<file path="config.mk">
export PLATFORM = sky130hd
export DESIGN_NAME = character_lcd_controller
export DESIGN_NICKNAME = d
export VERILOG_FILES = /design/src/hw/rtl/clcd_pkg.sv /design/src/hw/rtl/clcd_ram.sv /design/src/hw/rtl/clcd_ctrl.sv /design/src/hw/rtl/clcd_dp.sv /design/src/hw/rtl/character_lcd_controller.sv
export SDC_FILE = /design/constraint.sdc
export NUM_CORES = 1
export LEC_CHECK = 0
export BUFFER_PORTS_ARGS = -buffer_cell sky130_fd_sc_hd__buf_4
export CORE_ASPECT_RATIO = 0.5
export CORE_MARGIN = 8
export CORE_UTILIZATION = 44
export CTS_CLUSTER_SIZE = 10
export DETAILED_ROUTE_END_ITERATION = 10
export PLACE_DENSITY = 0.62
export SYNTH_ARGS = -nofsm -noshare
export SYNTH_HDL_FRONTEND = slang
export SYNTH_SLANG_ARGS = --single-unit
</file>
<file path="constraint.sdc">
create_clock -name i_clk -period 4.6 [get_ports i_clk]
set_clock_uncertainty 0.15 [all_clocks]
set_input_delay 0 -clock i_clk [delete_from_list [all_inputs] [get_ports i_clk]]
set_output_delay 0 -clock i_clk [all_outputs]
set_load 0.01 [all_outputs]
</file>
<file path="src/hw/rtl/clcd_pkg.sv">
// Package for the character LCD controller: opcodes, command codes,
// controller states, datapath command struct and fixed store sizes.
// Used by clcd_ctrl, clcd_dp and character_lcd_controller.
`default_nettype none

package clcd_pkg;

    localparam int GLYPH_DEPTH = 64;
    localparam int GLYPH_AW    = 6;
    localparam int GLYPH_W     = 5;
    localparam int DADDR_W     = 7;

    localparam logic [7:0] SPACE_CHAR     = 8'h20;

    localparam logic [7:0] CMD_FUNC_MASK  = 8'he0;
    localparam logic [7:0] CMD_FUNC       = 8'h20;
    localparam logic [7:0] CMD_DISP_MASK  = 8'hf8;
    localparam logic [7:0] CMD_DISP       = 8'h08;
    localparam logic [7:0] CMD_CLEAR      = 8'h01;
    localparam logic [7:0] CMD_HOME       = 8'h02;
    localparam logic [7:0] CMD_ENTRY_MASK = 8'hfc;
    localparam logic [7:0] CMD_ENTRY      = 8'h04;
    localparam logic [7:0] CMD_GADDR_MASK = 8'hc0;
    localparam logic [7:0] CMD_GADDR      = 8'h40;
    localparam logic [7:0] CMD_DADDR_MASK = 8'h80;
    localparam logic [7:0] CMD_DADDR      = 8'h80;

    typedef enum logic [1:0] {
        OP_CMD  = 2'd0,
        OP_DATA = 2'd1,
        OP_DRD  = 2'd2,
        OP_GRD  = 2'd3
    } t_opcode;

    typedef enum logic [1:0] {
        S_IDLE,
        S_EXEC,
        S_LOAD
    } t_ctl_state;

    typedef enum logic [1:0] {
        RS_ZERO,
        RS_SPACE,
        RS_DRAM,
        RS_GRAM
    } t_rd_sel;

    typedef struct packed {
        logic capture;
        logic execute;
        logic load;
    } t_dp_cmd;

endpackage

`default_nettype wire

</file>
<file path="src/hw/rtl/clcd_ram.sv">
// Generic single-write, single-read RAM with registered read data.
// No dependencies.
`default_nettype none

module clcd_ram #(
    parameter int WIDTH = 8,
    parameter int DEPTH = 80
) (
    input  wire logic                     i_clk,
    input  wire logic                     i_we,
    input  wire logic [$clog2(DEPTH)-1:0] i_waddr,
    input  wire logic [WIDTH-1:0]         i_wdata,
    input  wire logic                     i_re,
    input  wire logic [$clog2(DEPTH)-1:0] i_raddr,
    output logic      [WIDTH-1:0]         o_rdata
);

    logic [WIDTH-1:0] r_mem [DEPTH];
    logic [WIDTH-1:0] r_rdata;

    always_ff @(posedge i_clk) begin
        if (i_we) begin
            r_mem[i_waddr] <= i_wdata;
        end
        if (i_re) begin
            r_rdata <= r_mem[i_raddr];
        end
    end

    assign o_rdata = r_rdata;

endmodule

`default_nettype wire

</file>
<file path="src/hw/rtl/clcd_ctrl.sv">
// Controller state machine: sequences capture, execute and result load,
// and owns the valid/stall handshakes. Depends on clcd_pkg.
`default_nettype none

module clcd_ctrl (
    input  wire logic             i_clk,
    input  wire logic             i_rst_n,
    input  wire logic             i_valid,
    output logic                  o_stall,
    output logic                  o_valid,
    input  wire logic             i_stall,
    output clcd_pkg::t_dp_cmd     o_cmd
);

    clcd_pkg::t_ctl_state r_state, n_state;
    logic                 r_out_valid, n_out_valid;
    logic                 take_out;

    assign take_out = r_out_valid && !i_stall;

    always_comb begin
        n_state = r_state;
        unique case (r_state)
            clcd_pkg::S_IDLE: begin
                if (i_valid) begin
                    n_state = clcd_pkg::S_EXEC;
                end
            end
            clcd_pkg::S_EXEC: begin
                n_state = clcd_pkg::S_LOAD;
            end
            clcd_pkg::S_LOAD: begin
                if (!r_out_valid || !i_stall) begin
                    n_state = clcd_pkg::S_IDLE;
                end
            end
            default: begin
                n_state = clcd_pkg::S_IDLE;
            end
        endcase
    end

    always_comb begin
        o_cmd         = '0;
        o_stall       = 1'b1;
        unique case (r_state)
            clcd_pkg::S_IDLE: begin
                o_stall       = 1'b0;
                o_cmd.capture = i_valid;
            end
            clcd_pkg::S_EXEC: begin
                o_cmd.execute = 1'b1;
            end
            clcd_pkg::S_LOAD: begin
                o_cmd.load = !r_out_valid || !i_stall;
            end
            default: begin
                o_stall = 1'b1;
            end
        endcase
    end

    always_comb begin
        n_out_valid = r_out_valid;
        priority if (o_cmd.load) begin
            n_out_valid = 1'b1;
        end else if (take_out) begin
            n_out_valid = 1'b0;
        end else begin
            n_out_valid = r_out_valid;
        end
    end

    always_ff @(posedge i_clk) begin
        if (!i_rst_n) begin
            r_state     <= clcd_pkg::S_IDLE;
            r_out_valid <= 1'b0;
        end else begin
            r_state     <= n_state;
            r_out_valid <= n_out_valid;
        end
    end

    assign o_valid = r_out_valid;

    a_capture_exec: assert property (@(posedge i_clk) disable iff (!i_rst_n)
        o_cmd.capture |=> r_state == clcd_pkg::S_EXEC)
        else $error("request capture not followed by execute");

    a_exec_load: assert property (@(posedge i_clk) disable iff (!i_rst_n)
        r_state == clcd_pkg::S_EXEC |=> r_state == clcd_pkg::S_LOAD)
        else $error("execute not followed by result load");

    a_load_hold: assert property (@(posedge i_clk) disable iff (!i_rst_n)
        (r_state == clcd_pkg::S_LOAD && r_out_valid && i_stall)
        |=> r_state == clcd_pkg::S_LOAD && r_out_valid)
        else $error("pending result overwritten");

    a_load_valid: assert property (@(posedge i_clk) disable iff (!i_rst_n)
        o_cmd.load |=> o_valid)
        else $error("loaded result not presented");

endmodule

`default_nettype wire

</file>
<file path="src/hw/rtl/clcd_dp.sv">
// Datapath: request registers, address counters, mode flags, display and
// glyph stores with valid bits, result register. Depends on clcd_pkg, clcd_ram.
`default_nettype none

module clcd_dp #(
    parameter int DISPLAY_DEPTH = 80,
    parameter int LINE_LENGTH   = 40
) (
    input  wire logic              i_clk,
    input  wire logic              i_rst_n,
    input  wire clcd_pkg::t_dp_cmd i_cmd,
    input  wire logic [1:0]        i_opcode,
    input  wire logic [7:0]        i_value,
    input  wire logic [6:0]        i_read_index,
    output logic      [7:0]        o_read_data,
    output logic      [6:0]        o_display_address,
    output logic      [5:0]        o_glyph_address,
    output logic                   o_display_mode,
    output logic                   o_display_on,
    output logic                   o_cursor_on,
    output logic                   o_blink_on,
    output logic                   o_two_lines,
    output logic                   o_count_up,
    output logic                   o_shift_on,
    output logic                   o_wide_bus,
    output logic                   o_large_font
);

    localparam int DA_W = $clog2(DISPLAY_DEPTH);
    localparam int AW   = clcd_pkg::DADDR_W;
    localparam int GW   = clcd_pkg::GLYPH_AW;
    localparam logic [AW-1:0]   DEPTH_A = AW'(DISPLAY_DEPTH);
    localparam logic [AW-1:0]   LINE_A  = AW'(LINE_LENGTH);
    localparam logic [AW-2:0]   LINE_C  = (AW-1)'(LINE_LENGTH);

    clcd_pkg::t_opcode r_op;
    logic [7:0]        r_value;
    logic [6:0]        r_ri;

    logic [AW-1:0]     r_daddr;
    logic [GW-1:0]     r_gaddr;
    logic              r_dmode, r_disp_on, r_cur_on, r_blink_on, r_two_lines;
    logic              r_count_up, r_shift_on, r_wide_bus, r_large_font;

    logic [DISPLAY_DEPTH-1:0]         r_dvalid;
    logic [clcd_pkg::GLYPH_DEPTH-1:0] r_gvalid;
    clcd_pkg::t_rd_sel                r_rsel, n_rsel;

    logic [AW-2:0]     col;
    logic [AW-1:0]     didx;
    logic              d_ok, d_we, g_we, d_re, g_re, ri_in_range;
    logic [AW-1:0]     n_daddr_step;
    logic [GW-1:0]     n_gaddr_step;
    logic [7:0]        d_q;
    logic [clcd_pkg::GLYPH_W-1:0] g_q;
    logic [7:0]        rd_data;

    always_ff @(posedge i_clk) begin
        if (i_cmd.capture) begin
            r_op    <= clcd_pkg::t_opcode'(i_opcode);
            r_value <= i_value;
            r_ri    <= i_read_index;
        end
    end

    always_comb begin
        col  = r_daddr[AW-2:0];
        didx = r_daddr;
        if (r_two_lines) begin
            didx = {1'b0, col} + (r_daddr[AW-1] ? LINE_A : '0);
        end
        d_ok = (!r_two_lines || col < LINE_C) && didx < DEPTH_A;
        d_we = i_cmd.execute && r_op == clcd_pkg::OP_DATA && r_dmode && d_ok;
        g_we = i_cmd.execute && r_op == clcd_pkg::OP_DATA && !r_dmode;
        d_re = i_cmd.execute && r_op == clcd_pkg::OP_DRD;
        g_re = i_cmd.execute && r_op == clcd_pkg::OP_GRD;
        ri_in_range  = r_ri < DEPTH_A;
        n_daddr_step = r_count_up ? r_daddr + 1'b1 : r_daddr - 1'b1;
        n_gaddr_step = r_count_up ? r_gaddr + 1'b1 : r_gaddr - 1'b1;
    end

    always_comb begin
        n_rsel = clcd_pkg::RS_ZERO;
        unique case (r_op)
            clcd_pkg::OP_DRD: begin
                if (ri_in_range) begin
                    n_rsel = r_dvalid[r_ri[DA_W-1:0]] ? clcd_pkg::RS_DRAM
                                                      : clcd_pkg::RS_SPACE;
                end
            end
            clcd_pkg::OP_GRD: begin
                if (r_gvalid[r_ri[GW-1:0]]) begin
                    n_rsel = clcd_pkg::RS_GRAM;
                end
            end
            clcd_pkg::OP_CMD, clcd_pkg::OP_DATA: begin
                n_rsel = clcd_pkg::RS_ZERO;
            end
            default: begin
                n_rsel = clcd_pkg::RS_ZERO;
            end
        endcase
    end

    always_ff @(posedge i_clk) begin
        if (i_cmd.execute) begin
            r_rsel <= n_rsel;
        end
    end

    always_ff @(posedge i_clk) begin
        if (!i_rst_n) begin
            r_daddr      <= '0;
            r_gaddr      <= '0;
            r_dmode      <= 1'b0;
            r_disp_on    <= 1'b0;
            r_cur_on     <= 1'b0;
            r_blink_on   <= 1'b0;
            r_two_lines  <= 1'b0;
            r_count_up   <= 1'b0;
            r_shift_on   <= 1'b0;
            r_wide_bus   <= 1'b0;
            r_large_font <= 1'b0;
            r_dvalid     <= '0;
            r_gvalid     <= '0;
        end else if (i_cmd.execute) begin
            if (r_op == clcd_pkg::OP_CMD) begin
                priority if ((r_value & clcd_pkg::CMD_FUNC_MASK) == clcd_pkg::CMD_FUNC) begin
                    r_wide_bus   <= r_value[4];
                    r_two_lines  <= r_value[3];
                    r_large_font <= r_value[2];
                end else if ((r_value & clcd_pkg::CMD_DISP_MASK) == clcd_pkg::CMD_DISP) begin
                    r_disp_on  <= r_value[2];
                    r_cur_on   <= r_value[1];
                    r_blink_on <= r_value[0];
                end else if (r_value == clcd_pkg::CMD_CLEAR) begin
                    r_daddr    <= '0;
                    r_count_up <= 1'b1;
                    r_dvalid   <= '0;
                end else if (r_value == clcd_pkg::CMD_HOME) begin
                    r_daddr <= '0;
                end else if ((r_value & clcd_pkg::CMD_ENTRY_MASK) == clcd_pkg::CMD_ENTRY) begin
                    r_count_up <= r_value[1];
                    r_shift_on <= r_value[0];
                end else if ((r_value & clcd_pkg::CMD_GADDR_MASK) == clcd_pkg::CMD_GADDR) begin
                    r_gaddr <= r_value[GW-1:0];
                    r_dmode <= 1'b0;
                end else if ((r_value & clcd_pkg::CMD_DADDR_MASK) == clcd_pkg::CMD_DADDR) begin
                    r_daddr <= r_value[AW-1:0];
                    r_dmode <= 1'b1;
                end else begin
                end
            end else if (r_op == clcd_pkg::OP_DATA) begin
                if (r_dmode) begin
                    r_daddr <= n_daddr_step;
                    if (d_ok) begin
                        r_dvalid[didx[DA_W-1:0]] <= 1'b1;
                    end
                end else begin
                    r_gaddr           <= n_gaddr_step;
                    r_gvalid[r_gaddr] <= 1'b1;
                end
            end
        end
    end

    clcd_ram #(
        .WIDTH (8),
        .DEPTH (DISPLAY_DEPTH)
    ) u_disp_ram (
        .i_clk   (i_clk),
        .i_we    (d_we),
        .i_waddr (didx[DA_W-1:0]),
        .i_wdata (r_value),
        .i_re    (d_re),
        .i_raddr (r_ri[DA_W-1:0]),
        .o_rdata (d_q)
    );

    clcd_ram #(
        .WIDTH (clcd_pkg::GLYPH_W),
        .DEPTH (clcd_pkg::GLYPH_DEPTH)
    ) u_glyph_ram (
        .i_clk   (i_clk),
        .i_we    (g_we),
        .i_waddr (r_gaddr),
        .i_wdata (r_value[clcd_pkg::GLYPH_W-1:0]),
        .i_re    (g_re),
        .i_raddr (r_ri[GW-1:0]),
        .o_rdata (g_q)
    );

    always_comb begin
        unique case (r_rsel)
            clcd_pkg::RS_DRAM:  rd_data = d_q;
            clcd_pkg::RS_SPACE: rd_data = clcd_pkg::SPACE_CHAR;
            clcd_pkg::RS_GRAM:  rd_data = {{(8 - clcd_pkg::GLYPH_W){1'b0}}, g_q};
            default:            rd_data = '0;
        endcase
    end

    always_ff @(posedge i_clk) begin
        if (i_cmd.load) begin
            o_read_data       <= rd_data;
            o_display_address <= r_daddr;
            o_glyph_address   <= r_gaddr;
            o_display_mode    <= r_dmode;
            o_display_on      <= r_disp_on;
            o_cursor_on       <= r_cur_on;
            o_blink_on        <= r_blink_on;
            o_two_lines       <= r_two_lines;
            o_count_up        <= r_count_up;
            o_shift_on        <= r_shift_on;
            o_wide_bus        <= r_wide_bus;
            o_large_font      <= r_large_font;
        end
    end

endmodule

`default_nettype wire

</file>
<file path="src/hw/rtl/character_lcd_controller.sv">
// Character LCD controller, write side with store read-back.
// A request goes through execute, then load, set by the registered store read and the
// capture/execute/load sequencer; a new request is taken only after the previous is loaded.
// A waiting result does not block acceptance of the next request, but holds its load.
// Synchronous active-low reset clears counters, flags and store valid bits at once;
// unwritten entries read as spaces (display) or zero (glyph); clear empties the display.
`default_nettype none

module character_lcd_controller #(
    parameter int DISPLAY_DEPTH = 80,
    parameter int LINE_LENGTH   = 40
) (
    input  wire logic       i_clk,
    input  wire logic       i_rst_n,
    input  wire logic       i_valid,
    output logic            o_stall,
    input  wire logic [1:0] i_opcode,
    input  wire logic [7:0] i_value,
    input  wire logic [6:0] i_read_index,
    output logic            o_valid,
    input  wire logic       i_stall,
    output logic      [7:0] o_read_data,
    output logic      [6:0] o_display_address,
    output logic      [5:0] o_glyph_address,
    output logic            o_display_mode,
    output logic            o_display_on,
    output logic            o_cursor_on,
    output logic            o_blink_on,
    output logic            o_two_lines,
    output logic            o_count_up,
    output logic            o_shift_on,
    output logic            o_wide_bus,
    output logic            o_large_font
);

    clcd_pkg::t_dp_cmd dp_cmd;

    clcd_ctrl u_ctrl (
        .i_clk   (i_clk),
        .i_rst_n (i_rst_n),
        .i_valid (i_valid),
        .o_stall (o_stall),
        .o_valid (o_valid),
        .i_stall (i_stall),
        .o_cmd   (dp_cmd)
    );

    clcd_dp #(
        .DISPLAY_DEPTH (DISPLAY_DEPTH),
        .LINE_LENGTH   (LINE_LENGTH)
    ) u_dp (
        .i_clk             (i_clk),
        .i_rst_n           (i_rst_n),
        .i_cmd             (dp_cmd),
        .i_opcode          (i_opcode),
        .i_value           (i_value),
        .i_read_index      (i_read_index),
        .o_read_data       (o_read_data),
        .o_display_address (o_display_address),
        .o_glyph_address   (o_glyph_address),
        .o_display_mode    (o_display_mode),
        .o_display_on      (o_display_on),
        .o_cursor_on       (o_cursor_on),
        .o_blink_on        (o_blink_on),
        .o_two_lines       (o_two_lines),
        .o_count_up        (o_count_up),
        .o_shift_on        (o_shift_on),
        .o_wide_bus        (o_wide_bus),
        .o_large_font      (o_large_font)
    );

endmodule

`default_nettype wire

</file>
Word-level counts from Yosys, hierarchy flattened

Memories as Yosys holds them, arrays and structs flattened. A register that Yosys moved wholly into a read port is not among the register bits.
Index checks and enable logic that the tools add are counted.

Register bits: 218
Latch bits: 0
RAM bits: 960
Bits in read-only memories: 0
Input port bits: 21
Output and inout bits: 32
Memories kept: 2

Memory list:

| memory                 | words | width | rd ports | clocked after memory_dff | write ports | RTL line       | source |
|---|---|---|---|---|---|---|---|
| u_dp.u_disp_ram.r_mem  | 80    | 8     | 1        | 1                        | 1           | clcd_ram.sv:18 | `logic [WIDTH-1:0] r_mem [DEPTH];` |
| u_dp.u_glyph_ram.r_mem | 64    | 5     | 1        | 1                        | 1           | clcd_ram.sv:18 |  |

Add/subtract/negate cells: 5
Multiply operators: 0
Divide/modulo/power cells: 0
$lt $le $gt $ge: 9
Equal/unequal tests: 28
Shifts and indexed selects: 0
Multiplexer cells: 61
Bitwise gates (word level): 9
Reduce and logical (&&, ||, !) cells: 35

Operators by type and width:

| operator           | count |
|---|---|
| $mux 80            | 7 |
| $mux 7             | 12 |
| $or 80x80->80      | 1 |
| $mux 6             | 11 |
| $or 64x64->64      | 1 |
| $pmux 8 s3         | 1 |
| $mux 1             | 19 |
| $ne 2x2->1 const B | 9 |
| $lt 7x8->1 const B | 2 |
| $reduce_and 8->1   | 2 |
| $lt 6x7->1 const B | 2 |
| $lt 7x7->1 const B | 2 |
| $reduce_and 7->1   | 2 |
| $pmux 2 s3         | 2 |
| $reduce_bool 2->1  | 6 |
| $eq 2x2->1 const B | 5 |
| $logic_and 1x1->1  | 10 |
| $mux 2             | 5 |
| $reduce_and 9->1   | 1 |
| $eq 2x1->1 const B | 4 |
| $eq 8x1->1 const B | 1 |
| $eq 8x2->1 const B | 1 |
| $ne 4x4->1 const B | 2 |
| $reduce_and 4->1   | 2 |
| 25 further kinds   | 37 |

Depth between registers and ports, before layout

Gate-level depths: netlist of run 1.

Depth in word-level cells: 12
Mapped depth: 10
Gate-level depth less buffers: 8

Cells and area by module

A second synthesis of run 1 with hierarchy kept.

Cells, all modules: 2,590
Area total of the unflattened synthesis: 47,386.7 um2

By module, submodules not included:

| module                      | instances | cells an instance | area an instance (um2) |
|---|---|---|---|
| clcd_ram (u_dp.u_disp_ram)  | 1         | 1,115             | 24,995.2 |
| clcd_ram (u_dp.u_glyph_ram) | 1         | 610               | 12,818.5 |
| clcd_dp                     | 1         | 850               | 9,422.8 |
| clcd_ctrl                   | 1         | 15                | 150.1 |

Least setup slack after synthesis of run 1

No wires, ideal clock.

Kind: reg2reg
From: register u_dp.r_value[4]
To: register u_dp.r_dvalid[36]
Setup time: 0.117 ns
Arrival time: 3.699 ns
Slack: 0.634 ns
Cell stages (with the launch flop): 7
Path buffers: 0
Period minus slack after synthesis: 3.966 ns
Path through: edfxtp_1 -> nor2_1 -> nand4b_1 -> nor2_1 -> a21oi_2 -> nor3_2 -> a22o_1

Longest elaborated chain between the ends: 3

Ends and longest elaborated chain:

| what                                     | RTL line                       | source |
|---|---|---|
| start, declared                          | clcd_dp.sv:37                  | `logic [7:0] r_value;` |
| start signal, assigned                   | clcd_dp.sv:61                  | `r_value <= i_value;` |
| $eq 8x1->1 or $eq 5x1->1 (tied branches) | clcd_dp.sv:136, clcd_dp.sv:132 |  |
| $ne 2x2->1 (no line)                     | -                              |  |
| $reduce_and 7->1 (no line) *             | -                              |  |
| end signal, assigned                     | clcd_dp.sv:124                 | `r_dvalid <= '0;` |
| end signal, assigned                     | clcd_dp.sv:139                 | `r_dvalid <= '0;` |
| end signal, assigned by index            | clcd_dp.sv:157                 | `r_dvalid[didx[DA_W-1:0]] <= 1'b1;` |
| end, declared                            | clcd_dp.sv:45                  | `logic [DISPLAY_DEPTH-1:0] r_dvalid;` |

Every way passes the cells marked *; elsewhere a longest branch is shown, timed or not.
A chain may end at the register's enable or synchronous reset.

Worst setup path in the final report of run 1

From: register u_dp.r_daddr[3]
To: memory u_dp.u_disp_ram.r_mem[64][7] (enable)

Longest elaborated chain between the ends: 7

Ends and longest elaborated chain:

| what                         | RTL line       | source |
|---|---|---|
| start, declared              | clcd_dp.sv:40  | `logic [AW-1:0] r_daddr;` |
| start signal, assigned       | clcd_dp.sv:149 | `r_daddr <= r_value[AW-1:0];` |
| start signal, assigned       | clcd_dp.sv:155 | `r_daddr <= n_daddr_step;` |
| $add 6x7->7                  | clcd_dp.sv:70  | `didx = {1'b0, col} + (r_daddr[AW-1] ? LINE_A : '0);` |
| $mux 7                       | clcd_dp.sv:69  | `if (r_two_lines) begin` |
| $lt 7x7->1                   | clcd_dp.sv:72  | `d_ok = (!r_two_lines \|\| col < LINE_C) && didx < DEPTH_A;` |
| $logic_and 1x1->1            | clcd_dp.sv:72  |  |
| $logic_and 1x1->1            | clcd_dp.sv:73  | `d_we = i_cmd.execute && r_op == clcd_pkg::OP_DATA && r_dmode && d_ok;` |
| $mux 1                       | clcd_ram.sv:22 | `if (i_we) begin` |
| $mux 1 (not written as such) | clcd_ram.sv:23 | `r_mem[i_waddr] <= i_wdata;` |
| end, declared                | clcd_ram.sv:18 |  |

Parallel ways exist; a longest one is shown, timed or not.

==> flow_metrics.tcl, run 1 <==
set metrics [dict create \
    min_path_type "in -> reg" \
    crit_fanout 9 \
    power_switching_mw 4.77 \
    vias 23405 \
    status "finished clean" \
    switching_share 0.210 \
    cap_violations 0 \
    clk_path_buf_depth 3 \
    start_util 0.443 \
    synth_compound_area_frac 0.0404 \
    grt_antenna_before_repair 0 \
    routed_wl_mm 108 \
    post-route-min-period_ns 3.72 \
    htreeDepth 4 \
    cp_num_buf_inv 1 \
    pwr_density_cell_nw_per_um2 426 \
    grt_max_degree 101 \
    critPathMaxStageDelay_ns 0.79 \
    tns_ns 0 \
    ys_seq_area_frac 0.732 \
    yosys.area_share.simple 0.0341 \
    gp_congestion 0.798 \
    setup_viol 0 \
    stdcell_count 4013 \
    synth_area_leader_cell "edfxtp_1" \
    synth_top_family_by_area "multiplexers" \
    cp_slowest_cell "nor2_1" \
    fmax_mhz 269 \
    wl_per_cell_um 27.0 \
    row_count 84 \
    whs_ns 0.232 \
    cts_tree "done" \
    drt-initial-drc-count 2614 \
    synth.area.mux_share 0.174 \
    power_frac_comb 0.051 \
    die_h_um 246 \
    synth_edf_count 1022 \
    synth_flop_cell "edfxtp_1" \
    post-synth-top-count-cell "edfxtp_1" \
    yosysWarnings 0 \
    seq_power_share 0.520 \
    crit_arrival_ns 3.92 \
    crit_required_ns 4.81 \
    min_period_over_period 0.808 \
    crit_type "reg -> reg" \
    clock_sinks 1191 \
    port_buffers 52 \
    synth_cell_types 64 \
    critPathTopFamily "simple AND/OR/NAND/NOR gates" \
    end_kind "flip-flop" \
    fill_cells 8292 \
    rsz0062_at_grt "no" \
    irDropWorstVdd_v 0.000231 \
    hold_viol_final 0 \
    synth-async-reset-ratio 0 \
    path_clk_slew_ns 0.06 \
    cp_common_cell "ha_1" \
    first_pass_iters 7 \
    critPathLaunchType "flip-flop" \
    drive_above_1_share 0.252 \
    root_buffer "clkbuf_16" \
    ctsResizeCount 0 \
    leakage_nw 17.2 \
    yosys-top-cells-count "edfxtp_1, mux4_2, nor2_1" \
    syn_area_um2 46500 \
    io_pins 53 \
    slew_violations 0 \
    ys_seq_elements 1191 \
    die_w_um 476 \
    crit_chain "ha_1 -> ha_1 -> inv_1 -> a31oi_1 -> a211oi_1 -> nor2b_1 -> nand2_1 -> nor2_1" \
    die-area_um2 117000 \
    syn-num-nets 2358 \
    antennaDiodeCount 0 \
    antenna_left 0 \
    synthTopCellsByArea "edfxtp_1, mux4_2, dfxtp_1" \
    grt_pass1_vias 23909 \
    grt.overflow.total 0 \
    dpl.hpwl_mm 65.2 \
    synthXorXnorAreaFrac 0.00169 \
    clk_latency_ns 0.73 \
    core_area_um2 105000 \
    internal-power_mw 17.9 \
    syn_inst 2323 \
    synth_top_area_frac 0.659 \
    cts_hold_buf 39 \
    synth_area_per_cell_um2 20.0 \
    synth_adder_area_share 0.00409 \
    drt-vias-per-instance 5.83 \
    final_nets 2555 \
    tightest_slew_ns 1.24 \
    slew-limit-headroom 0.172 \
    grt_pass1_wl_mm 161 \
    drc 0 \
    postCtsSetupRepairBufs 0 \
    grt_use_total 0.185 \
    dp.cells 3761 \
    syn_to_final_growth_pct 14.5 \
    cts_buffers 137 \
    pwr-share-clk 0.429 \
]
==> logic make-up (layout without fill, tap and decap cells) <==
logic type | count (synthesis) | after routing
DFF | 1191 | 1191
buffers and inverters | 142 | 413
xor gates and xnor gates | 9 | 9
muxes | 392 | 392
AOI/OAI and AO/OA | 246 | 246
adders and majority gates | 14 | 14
and+or+nand+nor | 329 | 329
==> per-stage QoR <==
step	area [um^2]	worst slack (ns)	total power [mW]	utilization
detailed placement	49000	0.895	13.2	0.466
global placement	49000	0.993	13.2	0.466
floorplan	46500	0.634	12.8	-
CTS	53300	0.886	22.9	0.507
global route	53300	0.590	23.4	0.507
finish	53300	0.883	22.7	0.507
==> metal layers <==
layer  global-route usage  routed length (um)  vias up
met3               0.0346                6800      163
met2                0.291               51400      806
met4               0.0602                2620        0
met1                0.264               47600    12476
li1                     -                   -     9960
met5                    0                   0        -
==> worst register-to-register path: stages (launching register included) <==
cell	delay [ns]
dfxtp_1	0.38
ha_1	0.25
ha_1	0.33
inv_1	0.12
a31oi_1	0.12
a211oi_1	0.34
nor2b_1	0.30
nand2_1	0.55
nor2_1	0.80
==> layout by cell type (no fill, tap or decap), types with 53 or more instances in the layout <==
cell | netlist | final
a22o_1 | 80 | 80
buf_4 | 18 | 134
clkbuf_1 | 64 | 59
clkbuf_16 | 0 | 142
dfxtp_1 | 169 | 169
edfxtp_1 | 1022 | 1022
mux2i_1 | 56 | 56
mux4_2 | 333 | 333
nand2_1 | 53 | 53
nor2_1 | 181 | 181
o21a_1 | 67 | 67
==> path summary, 6_finish.rpt <==
check | from | endpoint | slack, ns | depth (start not counted)
worst max-delay path | u_dp.r_daddr[3]$_SDFFE_PN0P_ | u_dp.u_disp_ram.r_mem[64][7]$_DFFE_PP_ | 0.88 | 8
worst min-delay path | i_stall | u_dp.o_display_address[0]$_DFFE_PP_ | 0.23 | 3
worst max register to register | u_dp.r_daddr[3]$_SDFFE_PN0P_ | u_dp.u_disp_ram.r_mem[64][7]$_DFFE_PP_ | 0.88 | 8
worst min register to register | u_dp.r_cur_on$_SDFFE_PN0P_ | u_dp.o_cursor_on$_DFFE_PP_ | 0.29 | 0
==> flip-flops by register name, summed over array words and instances, names as in the netlist, 5 cells and up <==
register / count
u_dp.u_disp_ram.r_mem: 640
u_dp.u_glyph_ram.r_mem: 320
u_dp.r_dvalid: 80
u_dp.r_gvalid: 64
u_dp.o_read_data: 8
u_dp.r_value: 8
u_dp.u_disp_ram.o_rdata: 8
u_dp.o_display_address: 7
u_dp.r_daddr: 7
u_dp.r_ri: 7
u_dp.o_glyph_address: 6
u_dp.r_gaddr: 6
u_dp.u_glyph_ram.o_rdata: 5
==> power groups by stage <==
stage / registers (mW) / clock network, mW / logic [mW]
after floorplan: 12.1 / 0 / 0.675
after CTS: 11.8 / 9.95 / 1.17
after detailed placement: 12.0 / 0 / 1.14
after global routing: 11.8 / 10.4 / 1.22
final: 11.8 / 9.75 / 1.15
after global placement: 12.0 / 0 / 1.13
==> cell type report <==
type                    count  area [um^2]  share of cell area
clock buffers             202         3790              0.0711
clock inverters            11          120             0.00225
inverters                  16         60.1             0.00113
multi-input cells         990        11800               0.222
flip-flops and latches   1191        34100               0.640
well taps                1419         1780              0.0333
repair buffers            184         1620              0.0303
No activity file was read; power rests on OpenSTA's default activity.
==> inputs of run 2 (changes only) <==
Settings changed: PLACE_DENSITY 0.62 to 0.64.
Clock period 4.6 ns to 3.3 ns, I/O delays scaled along.
==> run 2 against run 1 <==
- design area rose by 2.2%
- largest cell class unchanged
- highest routed layer is now met5
- largest power group unchanged
- clock power up 42%
- global-route usage is 0.59 points higher
==> flow_metrics.tcl, run 2 (synthesis gave the netlist of run 1 again) <==
set metrics [dict create \
    status "finished clean" \
    fill_cells 8157 \
    post-route-min-period_ns 3.11 \
    cap_violations 0 \
    hold_start "i_valid" \
    postCtsSetupRepairBufs 0 \
    rsz0062_at_grt "no" \
    slew-limit-headroom 0.285 \
    leakage_nw 17.9 \
    crit_fanout 10 \
    r2r_start "u_dp.r_daddr[6]$_SDFFE_PN0P_" \
    clock_sinks 1191 \
    row_count 84 \
    end_kind "flip-flop" \
    crit_required_ns 3.58 \
    total_power_mw 31.9 \
    pwr_density_cell_nw_per_um2 586 \
    grt.overflow.total 0 \
    grt_pass1_vias 24577 \
    grt_use_total 0.191 \
    final_nets 2679 \
    final_cell_mix "edfxtp_1, mux4_2, buf_4, nor2_1, dfxtp_1" \
    die-area_um2 117000 \
    core_area_um2 105000 \
    min_period_over_period 0.943 \
    hold_viol_final 0 \
    syn_to_final_growth_pct 17.0 \
    start_util 0.443 \
    cts_buffers 137 \
    vias 24224 \
    tightest_slew_ns 1.07 \
    die_h_um 246 \
    startpoint "u_dp.r_daddr[6]$_SDFFE_PN0P_" \
    min_path_type "in -> reg" \
    largest_reg_flops 640 \
    critPathLaunchType "flip-flop" \
    drive_above_1_share 0.287 \
    clk_latency_ns 0.74 \
    fmax_mhz 321 \
    top_register "u_dp.u_disp_ram.r_mem" \
    first_pass_iters 6 \
    wl_per_cell_um 27.1 \
    root_buffer "clkbuf_16" \
    drt-vias-per-instance 5.85 \
    htreeDepth 4 \
    path_clk_slew_ns 0.06 \
    multi_input_area_um2 11900 \
    stdcell_count 4140 \
    io_pins 53 \
    dpl.hpwl_mm 69.4 \
    slew_violations 0 \
    drt-initial-drc-count 2484 \
    clk_path_buf_depth 3 \
    grt_antenna_before_repair 1 \
    grt_max_degree 89 \
    fin_util 0.519 \
    seqCellArea_um2 34100 \
    die_w_um 476 \
    crit_type "reg -> reg" \
    antennaDiodeCount 0 \
    dp.cells 3885 \
    routed_wl_mm 112 \
    reg_top3 "u_dp.u_disp_ram.r_mem (640), u_dp.u_glyph_ram.r_mem (320), u_dp.r_dvalid (80)" \
    grt_pass1_wl_mm 166 \
    cts_tree "done" \
    antenna_left 0 \
    port_buffers 52 \
    gp_congestion 0.817 \
    irDropWorstVdd_v 0.000522 \
    final_common_cell "edfxtp_1" \
    drc 0 \
    crit_arrival_ns 3.39 \
    setup_viol 0 \
]
-- run 2: cell types whose count changed in the layout (fill, tap and decap cells not counted), moves of 4 or more --
cell / before / now
buf_12: 11 / 21
buf_4: 134 / 248
inv_6: 8 / 3
o21ai_0: 10 / 6
o21ai_1: 2 / 6
clkbuf_16: 142 / 147
clkbuf_1: 59 / 63
-- run 2: final cells by class --
type | count | share of cell area
clock buffer | 210 | 0.0719
clock inverter | 6 | 0.00145
inverter | 16 | 0.00115
multi-input combinational | 990 | 0.218
sequential | 1191 | 0.626
tap | 1419 | 0.0326
timing repair buffer | 308 | 0.0491
-- run 2: critical path, stage by stage (launching register included) --
cell and delay (ns):
dfxtp_1 0.38, ha_1 0.22, ha_1 0.21, xnor2_1 0.23
a31oi_1 0.16, a211oi_2 0.31, nor2b_2 0.27, nand3_1 0.11
buf_4 0.21, nor2_1 0.30, buf_4 0.26
-- run 2: final timing paths --
| check | end | slack [ns] | depth (start not counted) |
|---|---|---|---|
| setup / recovery | u_dp.u_disp_ram.r_mem[3][5]$_DFFE_PP_ | 0.19 | 10 |
| hold / removal | u_dp.r_ri[0]$_DFFE_PP_ | 0.16 | 4 |
| setup reg to reg | u_dp.u_disp_ram.r_mem[3][5]$_DFFE_PP_ | 0.19 | 10 |
| hold reg to reg | u_dp.o_display_on$_DFFE_PP_ | 0.28 | 0 |
-- run 2: stage by stage --
stage	instance area (um^2)	hold slack (ns)	TNS, ns	worst slack, ns
after floorplan	46600	-0.0511	-40.86	-0.503
after global placement	50100	0.0286	0	0.0901
after detailed placement	50100	0.0296	0	0.133
after CTS	54400	0.104	0	0.0788
after global routing	54400	0.148	0	0.00978
final	54400	0.161	0	0.187
-- run 2: repair_timing --
action | 4_1_cts | 5_1_grt
resized for setup | 0 | 4
hold buffers | 39 | 0
setup endpoints to repair | 0 | 77
endpoints found under the hold margin | 233 | 0
-- run 2: power by group --
| group | switching [mW] | total, mW | internal (mW) | leakage, nW |
|---|---|---|---|---|
| combinational | 0.963 | 1.67 | 0.712 | 5.39 |
| sequential | 0.0590 | 16.5 | 16.4 | 10.6 |
| clock | 5.67 | 13.8 | 8.10 | 1.92 |
| total | 6.70 | 31.9 | 25.2 | 17.9 |
-- run 2: routing by layer --
layer	vias up	share of wire	global-route usage
met5	-	0.00012	0
met1	12902	0.42	0.268
met4	2	0.023	0.0593
met3	184	0.066	0.0331
li1	10201	-	-
met2	935	0.49	0.308
